$ cat config.mk
export PLATFORM = sky130hd
export DESIGN_NAME = video_mode_best_match_unit
export DESIGN_NICKNAME = d
export VERILOG_FILES = /design/src/hw/rtl/vmbm_pkg.sv /design/src/hw/rtl/video_mode_best_match_unit.sv /design/src/hw/rtl/vmbm_ram.sv /design/src/hw/rtl/vmbm_div.sv
export SDC_FILE = /design/constraint.sdc
export NUM_CORES = 2
export LEC_CHECK = 0
export BUFFER_PORTS_ARGS = -buffer_cell sky130_fd_sc_hd__buf_2
export CAP_MARGIN = 20
export CORE_MARGIN = 1
export CORE_UTILIZATION = 35
export CTS_CLUSTER_DIAMETER = 100
export DETAILED_ROUTE_END_ITERATION = 6
export GPL_TIMING_DRIVEN = 1
export PLACE_DENSITY_LB_ADDON = 0.15
export SLEW_MARGIN = 10
export SYNTH_ARGS = -nofsm -noshare
export SYNTH_HDL_FRONTEND = slang
export SYNTH_SLANG_ARGS = --single-unit
$ cat constraint.sdc
create_clock -name i_clk -period 17.2 [get_ports i_clk]
set_input_delay 0 -clock i_clk [delete_from_list [all_inputs] [get_ports i_clk]]
set_output_delay 0 -clock i_clk [all_outputs]
set_load 0.05 [all_outputs]
$ cat src/hw/rtl/vmbm_pkg.sv
// ----------------------------------------------------------------------------
// vmbm_pkg
// Shared types and constants for the video mode best-match unit.
// ----------------------------------------------------------------------------
package vmbm_pkg;

    // Request codes
    typedef enum logic [1:0] {
        REQ_WRITE = 2'd0,
        REQ_FIND  = 2'd1,
        REQ_READ  = 2'd2,
        REQ_NONE  = 2'd3
    } t_req;

    // Sequencer states, one-hot
    typedef enum logic [6:0] {
        ST_IDLE  = 7'b0000001,
        ST_FETCH = 7'b0000010,
        ST_EVAL  = 7'b0000100,
        ST_DIFF  = 7'b0001000,
        ST_MUL   = 7'b0010000,
        ST_DIV   = 7'b0100000,
        ST_RDOUT = 7'b1000000
    } t_state;

    // One table entry as stored in memory
    typedef struct packed {
        logic [15:0] width;
        logic [15:0] height;
        logic [7:0]  depth;
    } t_entry;

    localparam int ENTRY_W = 40;

    // Score arithmetic
    localparam int AREA_W = 32;
    localparam int SCORE_W = 10;
    localparam int NUM_W = AREA_W + SCORE_W;
    localparam logic [SCORE_W-1:0] SCORE_LIMIT = 10'd1000;

    // Depth codes
    localparam logic [7:0] DEPTH_8  = 8'd8;
    localparam logic [7:0] DEPTH_16 = 8'd16;
    localparam logic [7:0] DEPTH_24 = 8'd24;
    localparam logic [7:0] DEPTH_32 = 8'd32;

    // Register indexes
    localparam logic REG_MODE_COUNT = 1'b0;

    function automatic logic is_deep(input logic [7:0] d);
        return (d == DEPTH_24) || (d == DEPTH_32);
    endfunction

endpackage

$ cat src/hw/rtl/video_mode_best_match_unit.sv
// ----------------------------------------------------------------------------
// video_mode_best_match_unit
// Display mode table with a best-match search over its valid entries.
// ----------------------------------------------------------------------------
// Usage: pulse start with a request while busy is low. Exactly one result word
// follows on o_done, and it cannot be stalled. A write completes straight from
// idle, and a read passes through the fetch and read-out states. A find scans
// the entries in order: an exact hit ends the scan, an entry that is ruled out
// is skipped, and a scored entry waits for the score divider. The table
// memory is not cleared, so entries must be written before a find or a read
// reaches them. mode_count is written over the APB-style port at address 0.
// ----------------------------------------------------------------------------
module video_mode_best_match_unit #(
    parameter int MAX_MODES = 64
) (
    input  logic        i_clk,
    input  logic        i_rst_n,
    // configuration port
    input  logic        psel,
    input  logic        penable,
    input  logic        pwrite,
    input  logic [2:0]  paddr,
    input  logic [31:0] pwdata,
    output logic [31:0] prdata,
    output logic        pready,
    // request
    input  logic        start,
    output logic        busy,
    input  logic [1:0]  i_req_type,
    input  logic [5:0]  i_entry_index,
    input  logic [15:0] i_req_width,
    input  logic [15:0] i_req_height,
    input  logic [7:0]  i_req_depth,
    // result
    output logic        o_done,
    output logic        o_status,
    output logic [5:0]  o_mode_index,
    output logic [15:0] o_mode_width,
    output logic [15:0] o_mode_height,
    output logic [7:0]  o_mode_depth
);

    localparam int IW = $clog2(MAX_MODES);
    localparam int CW = $clog2(MAX_MODES + 1);
    localparam int NW = (CW > 7) ? CW : 7;
    localparam int AW = vmbm_pkg::AREA_W;
    localparam int QW = vmbm_pkg::SCORE_W;
    localparam logic [IW+5:0] MAX_IDX = (IW + 6)'(MAX_MODES);
    localparam logic [NW-1:0] MAX_CNT = NW'(MAX_MODES);

    vmbm_pkg::t_state r_state, n_state;

    logic [6:0]             r_mode_count;
    logic [IW-1:0]          r_idx, n_idx;
    vmbm_pkg::t_entry       r_req, n_req;
    logic [AW-1:0]          r_area, n_area;
    vmbm_pkg::t_entry       r_ent, n_ent;
    logic [AW-1:0]          r_ea, n_ea;
    logic                   r_elig, n_elig;
    logic                   r_half, n_half;
    logic [AW-1:0]          r_diff, n_diff;
    logic [QW-1:0]          r_best_score, n_best_score;
    logic [IW-1:0]          r_best_idx, n_best_idx;
    vmbm_pkg::t_entry       r_best, n_best;
    logic                   r_found, n_found;

    logic                   r_done, n_done;
    logic                   r_status, n_status;
    logic [5:0]             r_oidx, n_oidx;
    vmbm_pkg::t_entry       r_out, n_out;

    logic                   cfg_wr;
    logic                   accept;
    logic [IW+5:0]          idx_ext;
    logic                   wr_ok;
    logic [NW-1:0]          eff_cnt;
    logic                   rd_ok;
    logic                   ram_we;
    logic [vmbm_pkg::ENTRY_W-1:0] ram_rdata;
    vmbm_pkg::t_entry       rd_ent;
    vmbm_pkg::t_entry       in_ent;
    logic                   last;
    logic                   div_start;
    logic [vmbm_pkg::NUM_W-1:0] div_num;
    logic                   div_done;
    logic [QW-1:0]          div_quo;
    logic [QW-1:0]          score;
    logic [IW+5:0]          idx_wide;
    logic [IW+5:0]          best_wide;
    logic                   d_narrow;
    logic                   d_deep;

    // configuration register
    assign cfg_wr = psel && penable && pwrite && pready;
    assign pready = 1'b1;
    assign prdata = (paddr[2] == vmbm_pkg::REG_MODE_COUNT) ? {25'd0, r_mode_count} : 32'd0;

    always_ff @(posedge i_clk) begin
        if (!i_rst_n) begin
            r_mode_count <= '0;
        end else if (cfg_wr && paddr[2] == vmbm_pkg::REG_MODE_COUNT) begin
            r_mode_count <= pwdata[6:0];
        end
    end

    // request decode
    assign busy    = (r_state != vmbm_pkg::ST_IDLE);
    assign accept  = start && !busy;
    assign idx_ext = {{IW{1'b0}}, i_entry_index};
    assign wr_ok   = idx_ext < MAX_IDX;
    assign eff_cnt = (NW'(r_mode_count) >= MAX_CNT) ? MAX_CNT : NW'(r_mode_count);
    assign rd_ok   = NW'(i_entry_index) < eff_cnt;
    assign in_ent  = '{width: i_req_width, height: i_req_height, depth: i_req_depth};
    assign ram_we  = accept && (i_req_type == vmbm_pkg::REQ_WRITE) && wr_ok;

    vmbm_ram #(
        .WIDTH (vmbm_pkg::ENTRY_W),
        .DEPTH (MAX_MODES)
    ) u_table (
        .i_clk   (i_clk),
        .i_we    (ram_we),
        .i_waddr (idx_ext[IW-1:0]),
        .i_wdata (in_ent),
        .i_raddr (r_idx),
        .o_rdata (ram_rdata)
    );

    assign rd_ent = vmbm_pkg::t_entry'(ram_rdata);

    // score divider; an equal deep depth scales by half the limit, halving the score
    assign div_start = (r_state == vmbm_pkg::ST_MUL);
    assign div_num   = r_half
        ? vmbm_pkg::NUM_W'(r_diff) * vmbm_pkg::NUM_W'(vmbm_pkg::SCORE_LIMIT >> 1)
        : vmbm_pkg::NUM_W'(r_diff) * vmbm_pkg::NUM_W'(vmbm_pkg::SCORE_LIMIT);

    vmbm_div u_div (
        .i_clk   (i_clk),
        .i_rst_n (i_rst_n),
        .i_start (div_start),
        .i_num   (div_num),
        .i_den   (r_area),
        .o_done  (div_done),
        .o_quo   (div_quo)
    );

    assign last      = (NW'(r_idx) + 1'b1) >= eff_cnt;
    assign score     = div_quo;
    assign idx_wide  = {6'd0, r_idx};
    assign best_wide = {6'd0, r_best_idx};
    assign d_narrow  = (r_req.depth == vmbm_pkg::DEPTH_8) || (r_req.depth == vmbm_pkg::DEPTH_16);
    assign d_deep    = vmbm_pkg::is_deep(r_req.depth) && vmbm_pkg::is_deep(rd_ent.depth);

    // sequencer
    always_comb begin
        n_state      = r_state;
        n_idx        = r_idx;
        n_req        = r_req;
        n_area       = r_area;
        n_ent        = r_ent;
        n_ea         = r_ea;
        n_elig       = r_elig;
        n_half       = r_half;
        n_diff       = r_diff;
        n_best_score = r_best_score;
        n_best_idx   = r_best_idx;
        n_best       = r_best;
        n_found      = r_found;
        n_done       = 1'b0;
        n_status     = r_status;
        n_oidx       = r_oidx;
        n_out        = r_out;
        unique case (r_state)
            vmbm_pkg::ST_IDLE: begin
                if (accept) begin
                    n_req  = in_ent;
                    n_area = AW'(i_req_width) * AW'(i_req_height);
                    case (i_req_type)
                        vmbm_pkg::REQ_WRITE: begin
                            n_done   = 1'b1;
                            n_status = !wr_ok;
                            n_oidx   = wr_ok ? i_entry_index : 6'd0;
                            n_out    = wr_ok ? in_ent : '0;
                        end
                        vmbm_pkg::REQ_READ: begin
                            if (rd_ok) begin
                                // zero area sends the fetch straight to read-out
                                n_area  = '0;
                                n_idx   = idx_ext[IW-1:0];
                                n_state = vmbm_pkg::ST_FETCH;
                            end else begin
                                n_done   = 1'b1;
                                n_status = 1'b1;
                                n_oidx   = '0;
                                n_out    = '0;
                            end
                        end
                        vmbm_pkg::REQ_FIND: begin
                            if (i_req_width == 16'd0 || i_req_height == 16'd0
                                || eff_cnt == '0) begin
                                n_done   = 1'b1;
                                n_status = 1'b1;
                                n_oidx   = '0;
                                n_out    = '0;
                            end else begin
                                n_idx        = '0;
                                n_best_score = vmbm_pkg::SCORE_LIMIT;
                                n_best_idx   = '0;
                                n_found      = 1'b0;
                                n_state      = vmbm_pkg::ST_FETCH;
                            end
                        end
                        default: begin
                            n_done   = 1'b1;
                            n_status = 1'b1;
                            n_oidx   = '0;
                            n_out    = '0;
                        end
                    endcase
                end
            end
            vmbm_pkg::ST_FETCH: begin
                n_state = (r_area == '0) ? vmbm_pkg::ST_RDOUT : vmbm_pkg::ST_EVAL;
            end
            vmbm_pkg::ST_RDOUT: begin
                n_done   = 1'b1;
                n_status = 1'b0;
                n_oidx   = idx_wide[5:0];
                n_out    = rd_ent;
                n_state  = vmbm_pkg::ST_IDLE;
            end
            vmbm_pkg::ST_EVAL: begin
                if (rd_ent == r_req) begin
                    // exact hit ends the scan
                    n_done   = 1'b1;
                    n_status = 1'b0;
                    n_oidx   = idx_wide[5:0];
                    n_out    = rd_ent;
                    n_state  = vmbm_pkg::ST_IDLE;
                end else begin
                    n_ent   = rd_ent;
                    n_ea    = AW'(rd_ent.width) * AW'(rd_ent.height);
                    n_elig  = !(d_narrow && rd_ent.depth != r_req.depth)
                              && (d_deep || rd_ent.depth == r_req.depth);
                    n_half  = d_deep && rd_ent.depth == r_req.depth;
                    n_state = vmbm_pkg::ST_DIFF;
                end
            end
            vmbm_pkg::ST_DIFF: begin
                n_diff = (r_ea >= r_area) ? (r_ea - r_area) : (r_area - r_ea);
                // skip entries whose score cannot fall below the limit
                if (r_elig && ({1'b0, n_diff} < (r_half ? {r_area, 1'b0}
                                                        : {1'b0, r_area}))) begin
                    n_state = vmbm_pkg::ST_MUL;
                end else if (last) begin
                    n_done   = 1'b1;
                    n_status = !r_found;
                    n_oidx   = r_found ? best_wide[5:0] : 6'd0;
                    n_out    = r_found ? r_best : '0;
                    n_state  = vmbm_pkg::ST_IDLE;
                end else begin
                    n_idx   = r_idx + 1'b1;
                    n_state = vmbm_pkg::ST_FETCH;
                end
            end
            vmbm_pkg::ST_MUL: begin
                n_state = vmbm_pkg::ST_DIV;
            end
            vmbm_pkg::ST_DIV: begin
                if (div_done) begin
                    // keep the earlier entry on a tie
                    if (score < r_best_score) begin
                        n_best_score = score;
                        n_best_idx   = r_idx;
                        n_best       = r_ent;
                        n_found      = 1'b1;
                    end
                    if (last) begin
                        n_done   = 1'b1;
                        n_status = !n_found;
                        n_oidx   = n_found ? ((score < r_best_score) ? idx_wide[5:0]
                                                                      : best_wide[5:0])
                                           : 6'd0;
                        n_out    = n_found ? n_best : '0;
                        n_state  = vmbm_pkg::ST_IDLE;
                    end else begin
                        n_idx   = r_idx + 1'b1;
                        n_state = vmbm_pkg::ST_FETCH;
                    end
                end
            end
            default: begin
                n_state = vmbm_pkg::ST_IDLE;
            end
        endcase
    end

    always_ff @(posedge i_clk) begin
        if (!i_rst_n) begin
            r_state      <= vmbm_pkg::ST_IDLE;
            r_done       <= 1'b0;
            r_found      <= 1'b0;
            r_best_score <= vmbm_pkg::SCORE_LIMIT;
        end else begin
            r_state      <= n_state;
            r_done       <= n_done;
            r_found      <= n_found;
            r_best_score <= n_best_score;
        end
        r_idx      <= n_idx;
        r_req      <= n_req;
        r_area     <= n_area;
        r_ent      <= n_ent;
        r_ea       <= n_ea;
        r_elig     <= n_elig;
        r_half     <= n_half;
        r_diff     <= n_diff;
        r_best_idx <= n_best_idx;
        r_best     <= n_best;
        r_status   <= n_status;
        r_oidx     <= n_oidx;
        r_out      <= n_out;
    end

    assign o_done        = r_done;
    assign o_status      = r_status;
    assign o_mode_index  = r_oidx;
    assign o_mode_width  = r_out.width;
    assign o_mode_height = r_out.height;
    assign o_mode_depth  = r_out.depth;

    // a result word leaves only once the sequencer is back at rest
    a_done_idle: assert property (@(posedge i_clk) disable iff (!i_rst_n)
        o_done |-> !busy) else $error("result word while busy");

    // the best score never rises above the acceptance limit
    a_score_limit: assert property (@(posedge i_clk) disable iff (!i_rst_n)
        r_best_score <= vmbm_pkg::SCORE_LIMIT) else $error("best score over limit");

    // an error word carries zero fields
    a_err_zero: assert property (@(posedge i_clk) disable iff (!i_rst_n)
        (o_done && o_status) |-> (o_mode_index == 6'd0 && o_mode_width == 16'd0
                                  && o_mode_height == 16'd0 && o_mode_depth == 8'd0))
        else $error("error word with nonzero fields");

    // the divider finishes only while the sequencer waits for it
    a_div_state: assert property (@(posedge i_clk) disable iff (!i_rst_n)
        div_done |-> (r_state == vmbm_pkg::ST_DIV)) else $error("stray divider result");

endmodule

$ cat src/hw/rtl/vmbm_ram.sv
// ----------------------------------------------------------------------------
// vmbm_ram
// Generic single-write, single-read RAM with registered read data.
// ----------------------------------------------------------------------------
module vmbm_ram #(
    parameter int WIDTH = 40,
    parameter int DEPTH = 64
) (
    input  logic                     i_clk,
    input  logic                     i_we,
    input  logic [$clog2(DEPTH)-1:0] i_waddr,
    input  logic [WIDTH-1:0]         i_wdata,
    input  logic [$clog2(DEPTH)-1:0] i_raddr,
    output logic [WIDTH-1:0]         o_rdata
);

    logic [WIDTH-1:0] r_mem [DEPTH];
    logic [WIDTH-1:0] r_rdata;

    // write port and registered read port
    always_ff @(posedge i_clk) begin
        if (i_we) begin
            r_mem[i_waddr] <= i_wdata;
        end
        r_rdata <= r_mem[i_raddr];
    end

    assign o_rdata = r_rdata;

endmodule

$ cat src/hw/rtl/vmbm_div.sv
// ----------------------------------------------------------------------------
// vmbm_div
// Restoring divider for the match score: ten quotient bits, one per cycle.
// The caller guarantees the quotient stays below 1024.
// ----------------------------------------------------------------------------
module vmbm_div (
    input  logic                              i_clk,
    input  logic                              i_rst_n,
    input  logic                              i_start,
    input  logic [vmbm_pkg::NUM_W-1:0]        i_num,
    input  logic [vmbm_pkg::AREA_W-1:0]       i_den,
    output logic                              o_done,
    output logic [vmbm_pkg::SCORE_W-1:0]      o_quo
);

    localparam int AW = vmbm_pkg::AREA_W;
    localparam int QW = vmbm_pkg::SCORE_W;
    localparam int CNTW = $clog2(QW);

    logic            r_busy, n_busy;
    logic            r_done, n_done;
    logic [CNTW-1:0] r_cnt, n_cnt;
    logic [AW-1:0]   r_rem, n_rem;
    logic [AW-1:0]   r_den, n_den;
    logic [QW-1:0]   r_low, n_low;
    logic [QW-1:0]   r_q, n_q;
    logic [AW:0]     rem2;
    logic [AW:0]     rem_sub;
    logic            ge;

    // one trial subtraction per cycle
    always_comb begin
        rem2    = {r_rem, r_low[QW-1]};
        rem_sub = rem2 - {1'b0, r_den};
        ge      = rem2 >= {1'b0, r_den};
        n_busy  = r_busy;
        n_done  = 1'b0;
        n_cnt   = r_cnt;
        n_rem   = r_rem;
        n_den   = r_den;
        n_low   = r_low;
        n_q     = r_q;
        if (i_start) begin
            n_busy = 1'b1;
            n_cnt  = '0;
            n_rem  = i_num[vmbm_pkg::NUM_W-1:QW];
            n_low  = i_num[QW-1:0];
            n_den  = i_den;
            n_q    = '0;
        end else if (r_busy) begin
            n_rem = ge ? rem_sub[AW-1:0] : rem2[AW-1:0];
            n_low = {r_low[QW-2:0], 1'b0};
            n_q   = {r_q[QW-2:0], ge};
            n_cnt = r_cnt + 1'b1;
            if (r_cnt == CNTW'(QW - 1)) begin
                n_busy = 1'b0;
                n_done = 1'b1;
            end
        end
    end

    always_ff @(posedge i_clk) begin
        if (!i_rst_n) begin
            r_busy <= 1'b0;
            r_done <= 1'b0;
            r_cnt  <= '0;
        end else begin
            r_busy <= n_busy;
            r_done <= n_done;
            r_cnt  <= n_cnt;
        end
        r_rem <= n_rem;
        r_den <= n_den;
        r_low <= n_low;
        r_q   <= n_q;
    end

    assign o_done = r_done;
    assign o_quo  = r_q;

endmodule
; Yosys cells after proc, flatten, opt, wreduce, memory -nomap -nowiden
; Memory sizes are Yosys's and may differ from the RTL's. A register that Yosys moved wholly into a read port is not among the register bits.
; Cells that the tools add are included.
[classes]
addsub = 6
n_bitwise = 4
n_reduce_logical = 41
mul = 4
mux = 101
n_lt_le_gt_ge = 8
eq_ne = 34
[ops]
columns = operator, count
row1 = 40-bit 2-to-1 mux, 12
row2 = 40-bit one-hot mux with 5 select lines, 1
row3 = 32-bit 2-to-1 mux, 6
row4 = 6-bit 2-to-1 mux, 21
row5 = 40-bit one-hot mux with 3 select lines, 1
row6 = 32-bit subtractor, 3
row7 = 32-bit by 7-bit multiplier with 39-bit output (second input constant), 2
row8 = 10-bit 2-to-1 mux, 7
row9 = 16-bit by 16-bit multiplier with 32-bit output, 2
row10 = 7-bit 2-to-1 mux, 7
row11 = 42-bit 2-to-1 mux, 1
row12 = 7-bit one-hot mux with 6 select lines, 1
row13 = 40-bit equality test, 1
row14 = 6-bit one-hot mux with 3 select lines, 2
row15 = 33-bit by 32-bit greater-or-equal comparator with 1-bit output, 1
row16 = 32-bit by 33-bit less-than comparator with 1-bit output, 1
row17 = 33-bit 2-to-1 mux, 1
row18 = 32-bit greater-or-equal comparator, 1
row19 = 16-bit zero test, 2
row20 = 32-bit zero test, 1
row21 = 6-bit one-hot mux with 5 select lines, 1
row22 = 1-bit 2-to-1 mux, 28
row23 = 8-bit by 5-bit equality test with 1-bit output (second input constant), 3
row24 = 6-bit one-hot mux with 2 select lines, 2
row25 = 51 further kinds, 90
[totals]
input_bits = 89
ramBits = 2560
output_inout_bits = 82
wordCells = 232
register_bits = 393
memories = 1
[memory_table]
columns = memory, depth, word_bits, read_ports, rd_clocked_by_memory_dff, write_ports, line
row1 = u_table.r_mem, 64, 40, 1, 1, 1, vmbm_ram.sv:17  ; logic [WIDTH-1:0] r_mem [DEPTH];

; Depth between registers and ports, before layout
[depth]
ltp_word = 8
ltp_mapped = 27
depth_no_buf = 25

; Cells and area by module
; From an unflattened synthesis, not the netlist that was laid out.
[hier_totals]
cells_unflattened = 8885
hier_area_um2 = 143097.2
[by_module_without_submodules]
columns = module, instances, area_per_inst_um2, seq_area_each_um2, cells_per_inst
row1 = vmbm_ram, 1, 97960.2, 77674.5, 4263
row2 = video_mode_best_match_unit, 1, 39663.0, 8838.5, 4075
row3 = vmbm_div, 1, 5474.0, 2542.4, 547

; Worst setup path after synthesis
; OpenSTA, ideal clock, no wires.
[synth_path]
kind = flip-flop to flip-flop
start = reg r_area[1]
end = reg r_out, in the netlist o_mode_depth[0] (enable)
stages_incl_launch_ff = 22
arrival_time_ns = 11.714
setup_ns = 0.704
slack_ns = 4.782
path_buffers = 2
period_less_slack_ns = 12.418
t_required_ns = 16.496
cell_sequence = edfxtp_1 > inv_1 > fa_1 > a211oi_1 > o21bai_1 > a211oi_1 > o211ai_1 > nand2_1 > a31oi_1 > o22ai_1 > buf_4 > buf_4 > mux2i_1 > xor2_1 > ha_1 > nand4_1 > or2_2 > nor3_1 > a311oi_1 > a31oi_1 > a22oi_1 > a2111oi_0
[synth_via]
elab_chain_cells = 6
elab_cells_between_ends = 9
cone_classes = 2 x add/sub / 2 x order compare / 1 x eq/ne / 2 x mux / 2 x reduce/logical
[synth_lines]
columns = item, line
row1 = start: declaration, video_mode_best_match_unit.sv:56  ; logic [AW-1:0] r_area, n_area;
row2 = start signal: assignment, video_mode_best_match_unit.sv:311  ; r_area <= n_area;
row3 = 32-bit subtractor / 32-bit greater-or-equal comparator (equally long branches), video_mode_best_match_unit.sv:249  ; n_diff = (r_ea >= r_area) ? (r_ea - r_area) : (r_area - r_ea);
row4 = 32-bit 2-to-1 mux, video_mode_best_match_unit.sv:249
row5 = 32-bit by 33-bit less-than comparator with 1-bit output *, video_mode_best_match_unit.sv:251  ; if (r_elig && ({1'b0, n_diff} < (r_half ? {r_area, 1'b0}
row6 = 1-bit logical AND *, video_mode_best_match_unit.sv:251
row7 = 2-bit != test (no line) *, --
row8 = 9-bit AND reduction (no line) *, --
row9 = end signal: assignment, video_mode_best_match_unit.sv:321  ; r_out <= n_out;
row10 = end: declaration, video_mode_best_match_unit.sv:70  ; vmbm_pkg::t_entry r_out, n_out;
; Every way passes the cells marked *; elsewhere a longest branch is shown, timed or not.
; A chain may end at the register's enable or synchronous reset.

; Worst setup path after layout
[layout_path]
start = reg r_area[1]
end = reg r_out, in the netlist o_mode_height[4] (enable)
; Same word-level chain as after synthesis.

==> flow_summary.ini <==
[outcome]
outcome = finished with violations
failed_checks = design-rule violations

[routing]
detail-route-antenna-nets = 0
dr_wl_met2_um = 216000
num_vias = 81600
firstDrtPassIters = 7
detailroute.wirelength.met3_um = 20100
remaining_drcs = 5
detail_route.iter0.violations = 7041
route.layer.met1.wl_um = 182000
topRoutingLayerUsed = met5
routed_wirelength_um = 429000
drt-wirelength-per-cell_um = 28.3
post_drt_via_cell_ratio = 5.37

[clock_tree]
path_clk_slew_ns = 0.05
cts_setup_buffers = 0
clock_sinks = 2991
ctsHtreeMaxLevel = 5
worst_skew_pair.late_latency_ns = 0.95
cts-root-to-sink-buffers = 4
clk_root_buffer_cell = sky130_fd_sc_hd__clkbuf_16
tritoncts = built
numCtsBuffers = 342

[synthesis]
postSynthCellCount = 9146
main_combinational_cell_family_by_area_after_synthesis = multiplexers
dominantRegCellSynth = sky130_fd_sc_hd__edfxtp_1
synth_seq_area_share = 0.620
synth_mux_area_frac = 0.116
synth_simple_gate_area_share = 0.0508
synth_warnings = 0
synthesis.area_per_instance_um2 = 15.7
ys_seq_elements = 2991
async_reset_ff_frac = 0
synthesis.area_um2 = 143000
ys_types = 93
synth_edf_count = 2909
synth-compound-area-share = 0.0551
synthesized_area_fraction_occupied_by_xor_and_xnor_cells = 0.0118
yosys.area_share.adder = 0.110

[sta]
final.setup.tns_ns = 0
grt_setup_unrepaired = no
max_slew_headroom = 0.260
final_critical_path_setup_slack_ns = 9.19
maxSlewViolCount = 0
maxClockFrequency_mhz = 125
report.final.hold_viol_count = 0
clock_skew_ns = 0.0891
setup_viol_count_final = 0
final_period_minus_worst_setup_slack_ns = 8.01
min_period_over_period = 0.466
tightest_slew_ns = 1.11

[floorplan]
design.die.area_um2 = 412000
floorplan.die.height_um = 642
placement_rows = 234
initial_utilization = 0.352
core_area_um2 = 407000
chipWidth_um = 642
floorplan.io_pins = 171

[global_route]
vias_in_the_first_global_route = 85400
maximum_number_of_pins_on_one_net_before_global_route_repair = 98
grt_pass1_wl_um = 617000
grt_remaining_overflow = 0
grt_antenna_before_repair = 32
grt.total_usage = 0.205

[worst_setup_path]
path_depth_of_the_worst_reg2reg_path = 22
max_stage_delay_ns = 0.66
required_ns = 17.69
timing.critical_path.cells = inv_1, fa_1, a211oi_1, o21bai_1, a211oi_1, o211ai_1, nand2_1, a31oi_1, o22ai_4, buf_4, mux2i_1, o21ai_0, xnor2_1, ha_1, nand4_1, or2_2, nor3_1, a311oi_1, a31oi_1, a22oi_1, a2111oi_2, buf_4
slowest_stage_cell_cp = sky130_fd_sc_hd__edfxtp_1
critPathLaunch = r_area[1]
max_fo_critical_path = 46
worstSetupEndpointType = flop
timing.rr.start = r_area[1]
timing.reg2reg.setup_slack_ns = 9.19
timing_worst_setup_path_type = reg -> reg
cp.arrival_ns = 8.50
worstSetupStartpointType = flop
crit_end = o_mode_height[4]
timing.rr.end = o_mode_height[4]

[cells_and_area]
finish.instance_area_um2 = 163000
highest_count_cells_in_the_layout_ignoring_fill_and_taps = 2909 x sky130_fd_sc_hd__edfxtp_1, 773 x sky130_fd_sc_hd__inv_1, 723 x sky130_fd_sc_hd__nand2_1, 557 x sky130_fd_sc_hd__mux4_2, 509 x sky130_fd_sc_hd__fa_1
fin_nets = 10500
layout.cells.most_common = sky130_fd_sc_hd__edfxtp_1
areaGrowthSynthToFinish_pct = 13.8
drive_above_1_share = 0.155

[placement]
dp_hpwl_um = 265000
placedInstanceArea_um2 = 151000
routabilityCongestion = 0.826
port_buffers = 117
pre_cts_slack_ns = 9.23

[job]
maxcap_viol_count = 0

[min_path]
min-delay-path-class = in -> reg
worst_hold_startpoint = i_req_height[13]
hold_path_depth = 2
## worst min-delay path by stage
| stage | slack (ns) | end |
|---|---|---|
| floorplan | 0.1 | r_req[0] |
| detailed placement | 0.27 | r_mode_count[2] |
| CTS | 0.003 | u_table.r_mem[22][0] |
| finish | 0.05 | u_table.r_mem[11][21] |
| global placement | 0.26 | r_mode_count[1] |
| global route | 0.04 | u_table.r_mem[16][31] |
## cell type report
class / instances / area [um^2]
fill: 37400 / 244000
sequential: 2991 / 89000
multi-input combinational: 4894 / 50000
clock buffer: 427 / 9070
tap: 5428 / 6790
timing repair buffer: 447 / 3430
inverter: 781 / 2950
clock inverter: 202 / 1940
antenna: 15 / 37.5
## worst max-delay path, delay by kind of cell (launching register included)
family,cells,cell delay (ns)
AND/OR/NAND/NOR,4,0.80
flip-flops,1,0.66
XOR/XNOR,1,0.19
buffers and inverters,3,1.23
adder cells (fa/ha/maj),2,0.85
multiplexers,1,0.35
AO/OA/AOI/OAI,11,3.43
## cell usage after synthesis, types with 6 or more instances
| library cell | instances | share of area |
|---|---|---|
| sky130_fd_sc_hd__edfxtp_1 | 2909 | 0.61 |
| sky130_fd_sc_hd__inv_1 | 776 | 0.020 |
| sky130_fd_sc_hd__nand2_1 | 725 | 0.019 |
| sky130_fd_sc_hd__mux4_2 | 557 | 0.087 |
| sky130_fd_sc_hd__fa_1 | 509 | 0.071 |
| sky130_fd_sc_hd__ha_1 | 445 | 0.039 |
| sky130_fd_sc_hd__mux2i_1 | 413 | 0.029 |
| sky130_fd_sc_hd__a21oi_1 | 344 | 0.012 |
| sky130_fd_sc_hd__clkbuf_1 | 344 | 0.0090 |
| sky130_fd_sc_hd__nor2_1 | 296 | 0.0077 |
| sky130_fd_sc_hd__and2_1 | 232 | 0.010 |
| sky130_fd_sc_hd__o221ai_1 | 166 | 0.010 |
| sky130_fd_sc_hd__o21ai_0 | 127 | 0.0044 |
| sky130_fd_sc_hd__a21o_1 | 107 | 0.0056 |
| sky130_fd_sc_hd__xor2_1 | 101 | 0.0062 |
| sky130_fd_sc_hd__xnor2_1 | 92 | 0.0056 |
| sky130_fd_sc_hd__dfxtp_1 | 82 | 0.011 |
| sky130_fd_sc_hd__nand3_1 | 80 | 0.0028 |
| sky130_fd_sc_hd__a211oi_1 | 71 | 0.0037 |
| sky130_fd_sc_hd__o22ai_1 | 70 | 0.0031 |
| sky130_fd_sc_hd__buf_2 | 68 | 0.0024 |
| sky130_fd_sc_hd__nor3_1 | 60 | 0.0021 |
| sky130_fd_sc_hd__buf_1 | 49 | 0.0013 |
| sky130_fd_sc_hd__a31oi_1 | 47 | 0.0021 |
| sky130_fd_sc_hd__a222oi_1 | 40 | 0.0028 |
| sky130_fd_sc_hd__buf_4 | 39 | 0.0020 |
| sky130_fd_sc_hd__nor4_1 | 37 | 0.0016 |
| sky130_fd_sc_hd__nand4_1 | 34 | 0.0015 |
| sky130_fd_sc_hd__nor2b_1 | 33 | 0.0014 |
| sky130_fd_sc_hd__nand2b_1 | 28 | 0.0012 |
| sky130_fd_sc_hd__o21bai_1 | 27 | 0.0014 |
| sky130_fd_sc_hd__o21a_1 | 20 | 0.0010 |
| sky130_fd_sc_hd__a311oi_1 | 19 | 0.0012 |
| sky130_fd_sc_hd__and3_1 | 17 | 0.00074 |
| sky130_fd_sc_hd__o211ai_1 | 15 | 0.00079 |
| sky130_fd_sc_hd__nand3b_1 | 13 | 0.00068 |
| sky130_fd_sc_hd__a221oi_1 | 11 | 0.00067 |
| sky130_fd_sc_hd__a311o_1 | 8 | 0.00056 |
| sky130_fd_sc_hd__or2_2 | 8 | 0.00035 |
| sky130_fd_sc_hd__a2111oi_0 | 6 | 0.00037 |
| sky130_fd_sc_hd__a211o_1 | 6 | 0.00037 |
| sky130_fd_sc_hd__a221o_1 | 6 | 0.00042 |
| sky130_fd_sc_hd__a22oi_1 | 6 | 0.00031 |
| sky130_fd_sc_hd__o22a_1 | 6 | 0.00037 |
## per-layer routing
metal,GRT usage,up-vias
met4,0.0531,6
met3,0.0222,584
met2,0.360,2183
li1,-,35100
met5,0,-
met1,0.272,43700
## metrics by stage
stage,utilization,std cells,hold WS (ns)
after detailed placement,0.372,14500,0.270
after CTS,0.401,15200,0.00282
after floorplan,-,9170,0.0989
after global placement,0.372,14500,0.258
final,0.401,15200,0.0484
after global routing,0.401,15200,0.0411
## registers in the layout (all words and copies together), names as in the netlist, 6 cells and up
signal           cells
o_mode_depth         8
o_mode_height       16
o_mode_index         6
o_mode_width        16
r_area              32
r_best              40
r_best_idx           6
r_best_score        10
r_diff              32
r_ea                32
r_ent               40
r_idx                6
r_mode_count         7
r_req               40
r_state              7
u_div.o_quo         10
u_div.r_den         32
u_div.r_low          8
u_div.r_rem         32
u_table.o_rdata     40
u_table.r_mem     2560
## logic make-up (layout without fill, tap and decap cells)
| kind of cell | Yosys count | after routing |
|---|---|---|
| other cells | 2 | 41 |
| buf+inv | 1285 | 1857 |
| compound gates | 1158 | 1158 |
| xor+xnor | 193 | 193 |
| mux | 971 | 971 |
| simple gates | 1592 | 1592 |
| flops | 2991 | 2991 |
| fa+ha+maj | 954 | 954 |
## timing repair
action,4_1_cts,5_1_grt
setup endpoints to repair,0,0
hold buffers,84,0
resized for setup,0,0
endpoints found under the hold margin,1831,0
Power is not shown: default switching activity piles up to over one toggle a cycle in this logic, so the estimate is an artifact.
